File: config.mk
export PLATFORM = sky130hd
export DESIGN_NAME = token_bucket_rate_limiter
export DESIGN_NICKNAME = d
export VERILOG_FILES = /design/src/tbrl_pkg.sv /design/src/tbrl_div.sv /design/src/token_bucket_rate_limiter.sv
export VERILOG_INCLUDE_DIRS = /design/src /design/src/src
export SDC_FILE = /design/constraint.sdc
export NUM_CORES = 1
export LEC_CHECK = 0
export BUFFER_PORTS_ARGS = -buffer_cell sky130_fd_sc_hd__buf_2
export CAP_MARGIN = 15
export CORE_ASPECT_RATIO = 0.7
export CORE_UTILIZATION = 35
export DETAILED_ROUTE_END_ITERATION = 12
export PLACE_DENSITY = 0.61
export SETUP_SLACK_MARGIN = 0.5
export SLEW_MARGIN = 30
export SYNTH_ARGS = -nofsm -noshare
export SYNTH_HDL_FRONTEND = slang
export SYNTH_SLANG_ARGS = --single-unit
File: constraint.sdc
create_clock -name clk -period 5.9 [get_ports clk]
set_clock_uncertainty 0.2 [all_clocks]
set_input_delay 1.18 -clock clk [delete_from_list [all_inputs] [get_ports clk]]
set_output_delay 1.18 -clock clk [all_outputs]
set_load 0.005 [all_outputs]
File: src/token_bucket_rate_limiter_macros.svh
// assertion macros shared by the rate limiter rtl
// expects clk and arst_n in the scope where a macro is used
`ifndef TOKEN_BUCKET_RATE_LIMITER_MACROS_SVH
`define TOKEN_BUCKET_RATE_LIMITER_MACROS_SVH

`ifndef SYNTHESIS

// same-cycle implication
`define TBRL_ASSERT_IMPL(label, ante, cons) \
	label: assert property (@(posedge clk) disable iff (!arst_n) (ante) |-> (cons)) \
		else $error("tbrl assertion failed");

// next-cycle implication
`define TBRL_ASSERT_NEXT(label, ante, cons) \
	label: assert property (@(posedge clk) disable iff (!arst_n) (ante) |=> (cons)) \
		else $error("tbrl assertion failed");

`else

`define TBRL_ASSERT_IMPL(label, ante, cons)
`define TBRL_ASSERT_NEXT(label, ante, cons)

`endif

`endif

File: src/tbrl_pkg.sv
// widths, codes and divider interface types of the token bucket rate limiter
// no dependencies
package tbrl_pkg;

	localparam int ACTION_W   = 2;
	localparam int AMOUNT_W   = 24;
	localparam int MAXWAIT_W  = 16;
	localparam int STATUS_W   = 3;
	localparam int TICKS_W    = 32;
	localparam int TOKENS_W   = 32;
	localparam int RATE_W     = 24;
	localparam int CAP_W      = 24;
	localparam int CFG_IDX_W  = 2;
	localparam int CFG_DATA_W = 24;

	// dividend is shortfall plus divisor minus one, one bit wider than the shortfall
	localparam int DIVIDEND_W = TICKS_W + 1;
	localparam int DIV_STEPS  = DIVIDEND_W;
	localparam int DIV_CNT_W  = $clog2(DIV_STEPS);

	localparam logic [CAP_W-1:0]  CAP_RESET = 24'd1024;
	localparam logic [RATE_W-1:0] RATE_MIN  = 24'd1;

	localparam logic [ACTION_W-1:0] ACT_TICK    = 2'd0;
	localparam logic [ACTION_W-1:0] ACT_REQUEST = 2'd1;
	localparam logic [ACTION_W-1:0] ACT_CONSUME = 2'd2;

	localparam logic [STATUS_W-1:0] STAT_NONE       = 3'd0;
	localparam logic [STATUS_W-1:0] STAT_GRANTED    = 3'd1;
	localparam logic [STATUS_W-1:0] STAT_DENIED     = 3'd2;
	localparam logic [STATUS_W-1:0] STAT_WAITING    = 3'd3;
	localparam logic [STATUS_W-1:0] STAT_BUSY       = 3'd4;
	localparam logic [STATUS_W-1:0] STAT_PEND_GRANT = 3'd5;

	localparam logic [CFG_IDX_W-1:0] REG_CAPACITY = 2'd0;
	localparam logic [CFG_IDX_W-1:0] REG_RATE     = 2'd1;

	typedef struct packed {
		logic               start;
		logic [TICKS_W-1:0] shortfall;
		logic [RATE_W-1:0]  rate;
	} div_req_t;

	typedef struct packed {
		logic               done;
		logic [TICKS_W-1:0] quotient;
	} div_rsp_t;

endpackage

File: src/tbrl_div.sv
// bit-serial restoring divider: ceil(shortfall / rate), saturated to the wait width
// depends on tbrl_pkg
module tbrl_div (
	input  logic                clk,
	input  logic                arst_n,
	input  tbrl_pkg::div_req_t  req,
	output tbrl_pkg::div_rsp_t  rsp
);
	import tbrl_pkg::*;

	logic                  busy_q;
	logic                  prep_q;
	logic                  done_q;
	logic [DIV_CNT_W-1:0]  cnt_q;
	logic [RATE_W-1:0]     divisor_q;
	logic [RATE_W-1:0]     rem_q;
	logic [DIVIDEND_W-1:0] dq_q;

	logic [RATE_W:0]       rem_sh;
	logic [RATE_W+1:0]     trial;
	logic                  q_bit;

	// remainder stays below the divisor, so the shifted value fits one extra bit
	assign rem_sh = {rem_q, dq_q[DIVIDEND_W-1]};
	assign trial  = {1'b0, rem_sh} - {2'b0, divisor_q};
	assign q_bit  = !trial[RATE_W+1];

	always_ff @(posedge clk or negedge arst_n) begin
		if (!arst_n) begin
			busy_q <= 1'b0;
			prep_q <= 1'b0;
			done_q <= 1'b0;
			cnt_q  <= '0;
		end else begin
			done_q <= 1'b0;
			if (req.start) begin
				busy_q <= 1'b1;
				prep_q <= 1'b1;
				cnt_q  <= '0;
			end else if (prep_q) begin
				prep_q <= 1'b0;
			end else if (busy_q) begin
				if (cnt_q == DIV_CNT_W'(DIV_STEPS - 1)) begin
					busy_q <= 1'b0;
					done_q <= 1'b1;
				end else begin
					cnt_q <= cnt_q + DIV_CNT_W'(1);
				end
			end
		end
	end

	// dividend holds the remaining dividend bits on top, quotient bits shift in below
	always_ff @(posedge clk) begin
		if (req.start) begin
			dq_q      <= {1'b0, req.shortfall};
			divisor_q <= req.rate;
		end else if (prep_q) begin
			// bias for the ceiling
			dq_q  <= dq_q + DIVIDEND_W'(divisor_q) - DIVIDEND_W'(1);
			rem_q <= '0;
		end else if (busy_q) begin
			rem_q <= q_bit ? trial[RATE_W-1:0] : rem_sh[RATE_W-1:0];
			dq_q  <= {dq_q[DIVIDEND_W-2:0], q_bit};
		end
	end

	assign rsp.done     = done_q;
	assign rsp.quotient = dq_q[DIVIDEND_W-1] ? '1 : dq_q[TICKS_W-1:0];

endmodule

File: src/token_bucket_rate_limiter.sv
// token bucket rate limiter top level: bucket state, item sequencing, output register
// depends on tbrl_pkg, tbrl_div and token_bucket_rate_limiter_macros.svh
//
// Token bucket with a signed 32-bit token count. Each accepted input beat (tick, request or
// consume) produces exactly one output beat carrying status, wait_ticks and tokens_now. Items
// are handled one at a time: a consume, a request without shortfall or the unused action code
// goes straight to the stage register, a tick is staged after its refill and then the retry of
// a pending consume, and a request that leaves the count negative is staged once the bit-serial
// divider is done, which forms the wait with one quotient bit per cycle over a 33-bit dividend. A finished result
// then moves to the output register, after which the next item is taken while that result
// waits for the consumer. cfg_ready is always high; write configuration only while the block
// is idle. Writing capacity refills the bucket; a rate of zero is held as one.
`include "token_bucket_rate_limiter_macros.svh"

module token_bucket_rate_limiter (
	input  logic                              clk,
	input  logic                              arst_n,

	input  logic                              in_valid,
	output logic                              in_stall,
	input  logic [tbrl_pkg::ACTION_W-1:0]     action,
	input  logic [tbrl_pkg::AMOUNT_W-1:0]     amount,
	input  logic [tbrl_pkg::MAXWAIT_W-1:0]    max_wait,

	output logic                              out_valid,
	input  logic                              out_stall,
	output logic [tbrl_pkg::STATUS_W-1:0]     status,
	output logic [tbrl_pkg::TICKS_W-1:0]      wait_ticks,
	output logic signed [tbrl_pkg::TOKENS_W-1:0] tokens_now,

	input  logic                              cfg_valid,
	output logic                              cfg_ready,
	input  logic [tbrl_pkg::CFG_IDX_W-1:0]    cfg_index,
	input  logic [tbrl_pkg::CFG_DATA_W-1:0]   cfg_data
);
	import tbrl_pkg::*;

	typedef enum logic [2:0] {
		ST_IDLE = 3'b001,
		ST_TICK = 3'b010,
		ST_DIV  = 3'b100
	} state_t;

	state_t                  state_q;
	logic [CAP_W-1:0]        cap_q;
	logic [RATE_W-1:0]       rate_q;
	logic [TOKENS_W-1:0]     tc_q;
	logic                    pend_valid_q;
	logic [AMOUNT_W-1:0]     pend_amount_q;
	logic [MAXWAIT_W-1:0]    pend_limit_q;
	logic [MAXWAIT_W-1:0]    pend_elapsed_q;
	logic                    stage_valid_q;
	logic [STATUS_W-1:0]     stage_status_q;
	logic [TICKS_W-1:0]      stage_wait_q;
	logic                    out_valid_q;
	logic [STATUS_W-1:0]     status_q;
	logic [TICKS_W-1:0]      wait_ticks_q;
	logic [TOKENS_W-1:0]     tokens_now_q;

	logic                    in_accept;
	logic                    xfer;
	logic [TOKENS_W:0]       tc_ext;
	logic [TOKENS_W:0]       amt_ext;
	logic [TOKENS_W:0]       diff_take;
	logic [TOKENS_W:0]       short_fall;
	logic                    enough;
	logic [TOKENS_W-1:0]     take_sat;
	logic [TOKENS_W:0]       refill_sum;
	logic                    over_cap;
	logic [TOKENS_W-1:0]     refill_val;
	logic [TOKENS_W:0]       pend_diff;
	logic                    pend_ok;
	logic [MAXWAIT_W-1:0]    elapsed_inc;
	logic                    timeout;
	logic [STATUS_W-1:0]     consume_status;
	logic                    consume_take;
	logic                    consume_hold;

	div_req_t                div_req;
	div_rsp_t                div_rsp;

	assign in_stall  = (state_q != ST_IDLE) || stage_valid_q;
	assign in_accept = in_valid && !in_stall;
	assign cfg_ready = 1'b1;
	assign xfer      = stage_valid_q && (!out_valid_q || !out_stall);

	assign tc_ext     = {tc_q[TOKENS_W-1], tc_q};
	assign amt_ext    = (TOKENS_W+1)'(amount);
	assign diff_take  = tc_ext - amt_ext;
	assign short_fall = amt_ext - tc_ext;
	assign enough     = !diff_take[TOKENS_W];
	// debt saturates at the signed floor
	assign take_sat   = (diff_take[TOKENS_W] && !diff_take[TOKENS_W-1]) ?
		{1'b1, {(TOKENS_W-1){1'b0}}} : diff_take[TOKENS_W-1:0];

	assign refill_sum = tc_ext + (TOKENS_W+1)'(rate_q);
	assign over_cap   = $signed(refill_sum) > $signed((TOKENS_W+1)'(cap_q));
	assign refill_val = over_cap ? TOKENS_W'(cap_q) : refill_sum[TOKENS_W-1:0];

	assign pend_diff   = tc_ext - (TOKENS_W+1)'(pend_amount_q);
	assign pend_ok     = !pend_diff[TOKENS_W];
	assign elapsed_inc = pend_elapsed_q + MAXWAIT_W'(1);
	assign timeout     = elapsed_inc >= pend_limit_q;

	always_comb begin
		consume_take = 1'b0;
		consume_hold = 1'b0;
		if (amount == '0) begin
			consume_status = STAT_GRANTED;
		end else if (pend_valid_q) begin
			consume_status = STAT_BUSY;
		end else if (enough) begin
			consume_status = STAT_GRANTED;
			consume_take   = 1'b1;
		end else if (max_wait == '0) begin
			consume_status = STAT_DENIED;
		end else begin
			consume_status = STAT_WAITING;
			consume_hold   = 1'b1;
		end
	end

	assign div_req.start     = in_accept && (action == ACT_REQUEST) && !enough;
	assign div_req.shortfall = short_fall[TICKS_W-1:0];
	assign div_req.rate      = rate_q;

	tbrl_div u_div (
		.clk    (clk),
		.arst_n (arst_n),
		.req    (div_req),
		.rsp    (div_rsp)
	);

	always_ff @(posedge clk or negedge arst_n) begin
		if (!arst_n) begin
			state_q       <= ST_IDLE;
			cap_q         <= CAP_RESET;
			rate_q        <= RATE_MIN;
			tc_q          <= TOKENS_W'(CAP_RESET);
			pend_valid_q  <= 1'b0;
			stage_valid_q <= 1'b0;
			out_valid_q   <= 1'b0;
		end else begin
			if (cfg_valid && cfg_ready) begin
				case (cfg_index)
					REG_CAPACITY: begin
						cap_q <= cfg_data;
						tc_q  <= TOKENS_W'(cfg_data);
					end
					REG_RATE: begin
						rate_q <= (cfg_data == '0) ? RATE_MIN : cfg_data;
					end
					default: begin
					end
				endcase
			end

			case (state_q)
				ST_IDLE: begin
					if (in_accept) begin
						case (action)
							ACT_TICK: begin
								tc_q    <= refill_val;
								state_q <= ST_TICK;
							end
							ACT_REQUEST: begin
								tc_q <= take_sat;
								if (enough) begin
									stage_valid_q <= 1'b1;
								end else begin
									state_q <= ST_DIV;
								end
							end
							ACT_CONSUME: begin
								if (consume_take) begin
									tc_q <= diff_take[TOKENS_W-1:0];
								end
								if (consume_hold) begin
									pend_valid_q <= 1'b1;
								end
								stage_valid_q <= 1'b1;
							end
							default: begin
								stage_valid_q <= 1'b1;
							end
						endcase
					end
				end
				ST_TICK: begin
					// retry the pending consume against the refilled count
					if (pend_valid_q) begin
						if (pend_ok) begin
							tc_q         <= pend_diff[TOKENS_W-1:0];
							pend_valid_q <= 1'b0;
						end else if (timeout) begin
							pend_valid_q <= 1'b0;
						end
					end
					stage_valid_q <= 1'b1;
					state_q       <= ST_IDLE;
				end
				ST_DIV: begin
					if (div_rsp.done) begin
						stage_valid_q <= 1'b1;
						state_q       <= ST_IDLE;
					end
				end
				default: begin
					state_q <= ST_IDLE;
				end
			endcase

			if (xfer) begin
				stage_valid_q <= 1'b0;
				out_valid_q   <= 1'b1;
			end else if (!out_stall) begin
				out_valid_q <= 1'b0;
			end
		end
	end

	always_ff @(posedge clk) begin
		if (state_q == ST_IDLE && in_accept) begin
			stage_wait_q <= '0;
			case (action)
				ACT_REQUEST: begin
					stage_status_q <= STAT_GRANTED;
				end
				ACT_CONSUME: begin
					stage_status_q <= consume_status;
					if (consume_hold) begin
						pend_amount_q  <= amount;
						pend_limit_q   <= max_wait;
						pend_elapsed_q <= '0;
					end
				end
				default: begin
					stage_status_q <= STAT_NONE;
				end
			endcase
		end

		if (state_q == ST_TICK) begin
			if (!pend_valid_q) begin
				stage_status_q <= STAT_NONE;
			end else if (pend_ok) begin
				stage_status_q <= STAT_PEND_GRANT;
			end else begin
				pend_elapsed_q <= elapsed_inc;
				stage_status_q <= timeout ? STAT_DENIED : STAT_WAITING;
			end
		end

		if (state_q == ST_DIV && div_rsp.done) begin
			stage_wait_q <= div_rsp.quotient;
		end

		// apart from a capacity write, the count cannot move between an item's end and its transfer
		if (xfer) begin
			status_q     <= stage_status_q;
			wait_ticks_q <= stage_wait_q;
			tokens_now_q <= tc_q;
		end
	end

	assign out_valid  = out_valid_q;
	assign status     = status_q;
	assign wait_ticks = wait_ticks_q;
	assign tokens_now = tokens_now_q;

	`TBRL_ASSERT_IMPL(a_stage_only_when_idle, state_q != ST_IDLE, !stage_valid_q)
	`TBRL_ASSERT_IMPL(a_div_done_in_div, div_rsp.done, state_q == ST_DIV)
	`TBRL_ASSERT_NEXT(a_div_result_staged, (state_q == ST_DIV) && div_rsp.done, stage_valid_q)
	`TBRL_ASSERT_IMPL(a_tokens_within_cap, 1'b1, $signed(tc_q) <= $signed(TOKENS_W'(cap_q)))
	`TBRL_ASSERT_IMPL(a_pending_has_limit, pend_valid_q, pend_limit_q != '0)

endmodule
Yosys cells after proc, flatten, opt, wreduce, memory -nomap -nowiden
Index checks and enable logic that the tools add are counted.

cells by class
  equality and inequality tests = 21
  magnitude comparators = 2
  add/sub/neg operators = 9
  bitwise gates (word level) = 1
  mux-type cells = 75
  reductions and logical operators = 34

operators with widths
  operator                 number
  $mux W32                 12
  $mux W16                 6
  $pmux W32 S3             1
  $mux W24                 3
  $mux W33                 2
  $sub A32 B25 Y33         2
  $pmux W32 S2             1
  $logic_not A24 Y1        2
  $add A32 B25 Y33         1
  $add A33 B24 Y33         1
  $gt A33 B25 Y1           1
  $sub A33 B1 Y33 const B  1
  $sub A25 B32 Y32         1
  $mux W1                  30
  $mux W3                  9
  $sub A25 B24 Y26         1
  $mux W6                  4
  $pmux W3 S2              3
  $add A16 B1 Y16 const B  1
  $ge A16 B16 Y1           1
  $logic_not A16 Y1        1
  $reduce_bool A2 Y1       5
  $ne A3 B3 Y1 const B     3
  $ne A2 B2 Y1 const B     4
  other kinds (25)         46

storage, ports and cells
  input bits = 73
  word-level logic and storage cells = 165
  output and inout bits = 70
  flip-flop bits (word level) = 334

Depth between registers and ports, before layout
  depth in word-level cells = 11
  mapped depth = 25
  gate-level depth less buffers = 24

By module
From an unflattened synthesis, not the netlist that was laid out.

unflattened totals
  cells, all modules = 2688
  area, all modules = 24498.5 µm²

modules (own cells, without submodules)
  module                     times used  cells an instance  area each (µm²)  sequential area each (µm²)
  token_bucket_rate_limiter  1           1843               17145.2          6741.5
  tbrl_div                   1           845                7353.3           2647.5

Worst setup path after synthesis
Ideal clock, no wire load.

  path type = reg2reg
  from = register rate_q[0]
  to = register tc_q[0]
  period minus slack after synthesis = 5269 ps
  setup slack = 631 ps
  stages on the path, launching flop included = 25
  path buffers = 1
  setup time = 124 ps
  arrival = 4945 ps
  required time = 5576 ps
  cells stage by stage = dfstp_2 ha_1 inv_1 fa_1 nand2b_1 a21o_2 a21oi_1 o21ai_0 a21boi_0 o211ai_1 nand3b_1 a21oi_1 xnor2_1 ha_1 nand2_1 nor2_1 nand3_1 or4_2 a31oi_1 o2111ai_1 o31ai_4 buf_6 mux2i_1 nor2_1 a211o_1

between the ends
  word-level cells in the longest chain between the ends = 6

ends and longest elaborated chain
  what                    RTL line                          source
  from (decl)             token_bucket_rate_limiter.sv:46   logic [RATE_W-1:0] rate_q;
  from (signal assigned)  token_bucket_rate_limiter.sv:151  rate_q <= (cfg_data == '0) ? RATE_MIN : cfg_data;
  $add A32 B25 Y33 *      token_bucket_rate_limiter.sv:96   assign refill_sum = tc_ext + (TOKENS_W+1)'(rate_q);
  $gt A33 B25 Y1          token_bucket_rate_limiter.sv:97   assign over_cap = $signed(refill_sum) > $signed((TOKENS_W+1)'(cap_q));
  $mux W32 *              token_bucket_rate_limiter.sv:98   assign refill_val = over_cap ? TOKENS_W'(cap_q) : refill_sum[TOKENS_W-1:0];
  $pmux W32 S3 *          token_bucket_rate_limiter.sv:161  case (action)
  $mux W32 *              token_bucket_rate_limiter.sv:160  if (in_accept) begin
  $pmux W32 S2 *          token_bucket_rate_limiter.sv:158  case (state_q)
  to (signal assigned)    token_bucket_rate_limiter.sv:163  tc_q <= refill_val;
  to (signal assigned)    token_bucket_rate_limiter.sv:167  tc_q <= take_sat;
  to (signal assigned)    token_bucket_rate_limiter.sv:176  tc_q <= diff_take[TOKENS_W-1:0];
  to (decl)               token_bucket_rate_limiter.sv:47   logic [TOKENS_W-1:0] tc_q;

Mark *: on every way between the ends. The rest lies on a longest branch, timed or not.
A chain may end at the register's enable or synchronous reset.

Final worst setup path
  from = register rate_q[0]
  to = register tc_q[5]

The elaborated chain is that of the path after synthesis.

==> results.json <==
{
  "final_core_util_pct": 41.4,
  "drtIter0Drc": 2222,
  "cts_sinks": 334,
  "final_cells": 3692,
  "numPortBuffers": 141,
  "die_area_um2": 69300,
  "area_growth_pct": 16.0,
  "synth_nets": 2888,
  "fin_crit_ns": 5.44,
  "cp-end-kind": "flip-flop",
  "critPathLaunchType": "flip-flop",
  "critPathMaxFanout": 5,
  "r2r-start": "rate_q[0]$_DFFE_PN1P_",
  "antenna_cells": 0,
  "yosys.area_share.simple_pct": 12.9,
  "start_util_pct": 35.7,
  "final-setup-viol-count": 0,
  "critPathKind": "flip-flop to flip-flop",
  "drt-total-wl_mm": 79.5,
  "grt_first_pass_wirelength_mm": 118,
  "cts_tree": "built",
  "synth_seq_cells": 334,
  "arrival_ns": 5.72,
  "p_leak_nw": 12.1,
  "peakVddDrop_mv": 0.283,
  "drive_gt1_share_pct": 15.1,
  "avgSynthCellArea_um2": 9.23,
  "report.final.slew_viol_count": 0,
  "io_pins": 143,
  "grt_pass1_vias": 18900,
  "synth_top_family_by_area": "compound AO/OA/AOI/OAI gates",
  "maxCapViolCount": 0,
  "place_area_um2": 25900,
  "synthDistinctLibCells": 97,
  "layout.nets": 3073,
  "synth_mux_area_share_pct": 2.90,
  "htree_levels": 2,
  "clk_latency_ns": 0.59,
  "routedWlPerCell_um": 21.5,
  "yosysSeqAreaShare_pct": 39.3,
  "worstHoldPathCells": 0,
  "power.density_nw_per_um2": 610,
  "coreArea_um2": 66900,
  "syn_area_um2": 23900,
  "tightestPinTransition_ns": 1.03,
  "die_h_um": 221,
  "r2r-end": "tc_q[5]$_DFF_PN0_",
  "die_width_um": 314,
  "rsz0062_at_grt": "yes",
  "antenna_found_initial": 3,
  "gp_congestion": 1.00,
  "min_path_type": "flip-flop to flip-flop",
  "min_period_over_period_pct": 92.3,
  "hold_start": "stage_wait_q[25]$_SDFFCE_PN0P_",
  "status": "finished clean",
  "postSynthCellCount": 2586,
  "drc_errors": 0,
  "rows": 79,
  "worstRegToRegCells": 22,
  "cts_made_buffers": 38,
  "dp_hpwl_mm": 61.8,
  "ys.warnings.count": 0,
  "track_usage_pct": 22.8,
  "grt_overflow_total": 0,
  "synth_edf_count": 222,
  "synth_ff_type": "edfxtp_1",
  "dr_total_vias": 20200,
  "hold_viol": 0,
  "synth_compound_area_share_pct": 20.3,
  "cts_buffer_depth": 3,
  "hold_end": "wait_ticks[25]$_DFFE_PP_",
  "max_slew_margin_pct": 31.0,
  "first_pass_iters": 5,
  "hold-worst-slack_ns": 0.218,
  "routed_via_density": 5.47,
  "cts-root-buf": "clkbuf_16",
  "clkTransAtPathRegs_ns": 0.06,
  "post_synth_xor_area_fraction_pct": 5.80,
  "fin_tns_setup_ns": 0,
  "rrSetupSlack_ns": 0.46,
  "max_freq_ghz": 0.184,
  "synth_adder_area_share_pct": 12.2,
  "synthArstFlopShare_pct": 28.4,
  "grt_max_degree": 53,
  "placed_cells": 3597,
  "postRouteAntennaNets": 0,
  "critPathRequiredTime_ns": 6.17,
  "final_area_um2": 27700
}
[Yosys cell counts (13+ instances only)]
cell type  number  area (um2)
a21boi_0       21         158
nand2b_1       29         181
edfxtp_1      222        6670
o31ai_1        13        97.6
ha_1          223        2790
mux2i_1        41         410
o22ai_1        20         125
dfxtp_1        17         340
a31oi_1        23         144
mux2_2         25         282
a21o_1         57         428
dfrtp_1        91        2280
o21ai_0       185         926
nand4_1        26         163
a211oi_1       33         248
nand3_1        58         290
xor2_1         53         464
inv_1         277        1040
a21oi_1       235        1180
o211ai_1       22         165
xnor2_1       105         920
o21bai_1       16         120
buf_2          14        70.1
nor4_1         22         138
nand2_1       191         717
and3_1         31         194
nor2b_1        25         156
nor2_1        177         664
clkbuf_1       77         289
nor3_1         32         160
o21a_1         27         203
[how the worst max path moves through the flow]
stage,startpoint,cells past startpoint,end
2_1_floorplan,rate_q[0]$_DFFE_PN1P_,24,tc_q[0]$_DFF_PN0_
3_3_place_gp,tc_q[11]$_DFF_PN0_,18,tc_q[13]$_DFF_PN0_
3_5_place_dp,rate_q[0]$_DFFE_PN1P_,22,tc_q[13]$_DFF_PN0_
4_1_cts,rate_q[0]$_DFFE_PN1P_,22,tc_q[13]$_DFF_PN0_
5_1_grt,rate_q[0]$_DFFE_PN1P_,22,tc_q[5]$_DFF_PN0_
6_report,rate_q[0]$_DFFE_PN1P_,22,tc_q[5]$_DFF_PN0_
[worst max-delay path: stages, from the launching register on]
cell       delay [ns]
dfstp_2          0.55
ha_4             0.13
inv_2            0.03
fa_2             0.34
nand2b_4         0.16
a21o_4           0.24
a211o_4          0.37
a211oi_4         0.30
or3_4            0.19
a21oi_4          0.06
xnor2_2          0.15
ha_1             0.32
and3_4           0.22
nand2b_4         0.06
or4_4            0.57
a31oi_4          0.20
o2111ai_4        0.16
o31ai_4          0.35
buf_12           0.19
buf_6            0.10
mux2i_1          0.18
o221a_2          0.21
o21ai_2          0.05
[state kept, by name, indices dropped and copies added, names as in the netlist, 3 cells and up]
name / cells
u_div.dq_q: 33
stage_wait_q: 32
tc_q: 32
tokens_now: 32
wait_ticks: 32
cap_q: 24
pend_amount_q: 24
rate_q: 24
u_div.divisor_q: 24
u_div.rem_q: 24
pend_elapsed_q: 16
pend_limit_q: 16
u_div.cnt_q: 6
stage_status_q: 3
state_q: 3
status: 3
[repair_timing]
action / in CTS / in global routing
resized for setup: 34 / 33
hold buffers: 0 / 0
cloned: 2 / 1
pin swaps: 25 / 33
setup buffers: 16 / 6
endpoints found under the setup margin: 25 / 35
[stage by stage]
step	power, mW	worst slack (ns)
CTS	16.6	0.478
floorplan	10.6	0.631
detailed placement	13.5	0.0883
global route	18.1	0.347
finish	16.9	0.455
global placement	13.4	0.139
[kinds of logic after synthesis]
logic type	Yosys count
buf+inv	384
simple gates	649
xor+xnor	158
fa+ha+maj	229
compound gates	765
mux	66
flops	334
other cells	1
[layout by cell type, fill, tap and decap left out, types with 10 or more instances in the layout]
cell / netlist / routed
o21bai_1: 16 / 16
a21oi_1: 235 / 225
nor3_1: 32 / 31
o21a_1: 27 / 27
and3_1: 31 / 30
nand4_1: 26 / 26
buf_4: 1 / 96
o21ai_0: 185 / 177
nor2_1: 177 / 171
a211oi_1: 33 / 32
edfxtp_1: 222 / 222
a211o_1: 10 / 10
or3_1: 12 / 12
a31oi_1: 23 / 20
mux2_2: 25 / 25
nor2b_1: 25 / 25
a21o_1: 57 / 57
inv_1: 277 / 273
a21oi_2: 1 / 10
o31ai_1: 13 / 13
nor4_1: 22 / 20
o211ai_1: 22 / 22
nand2b_1: 29 / 27
clkbuf_16: 0 / 40
mux2i_1: 41 / 41
o22ai_1: 20 / 20
buf_2: 14 / 140
clkbuf_1: 77 / 10
xnor2_1: 105 / 103
a22oi_1: 12 / 11
nand2_1: 191 / 190
dfrtp_1: 91 / 90
xor2_1: 53 / 53
a21boi_0: 21 / 20
dfxtp_1: 17 / 17
nand3_1: 58 / 58
ha_1: 223 / 222
o21ai_1: 4 / 10
[final cells by class]
cell class,count,area [um2]
Timing Repair Buffer,251,1690
Tap cell,891,1110
Clock inverter,18,208
Clock buffer,52,1050
Multi-Input combinational cell,1868,13200
Inverter,278,1050
Fill cell,6629,39200
Sequential cell,334,9390
[power by group]
| part | switching [mW] | internal, mW | leakage [nW] | total [mW] |
|---|---|---|---|---|
| Clock | 1.05 | 1.44 | 0.621 | 2.49 |
| Combinational | 6.21 | 4.22 | 8.07 | 10.4 |
| Sequential | 0.516 | 3.46 | 3.43 | 3.98 |
[layer usage]
metal	wire [um]	GRT usage, %	up-vias
met1	38100	33.3	9646
li1	-	-	9689
met2	31000	31.1	760
met3	8660	8.26	106
met4	1800	6.03	4
met5	26	0	-
Note: power is estimated with default switching activity, not from simulation.
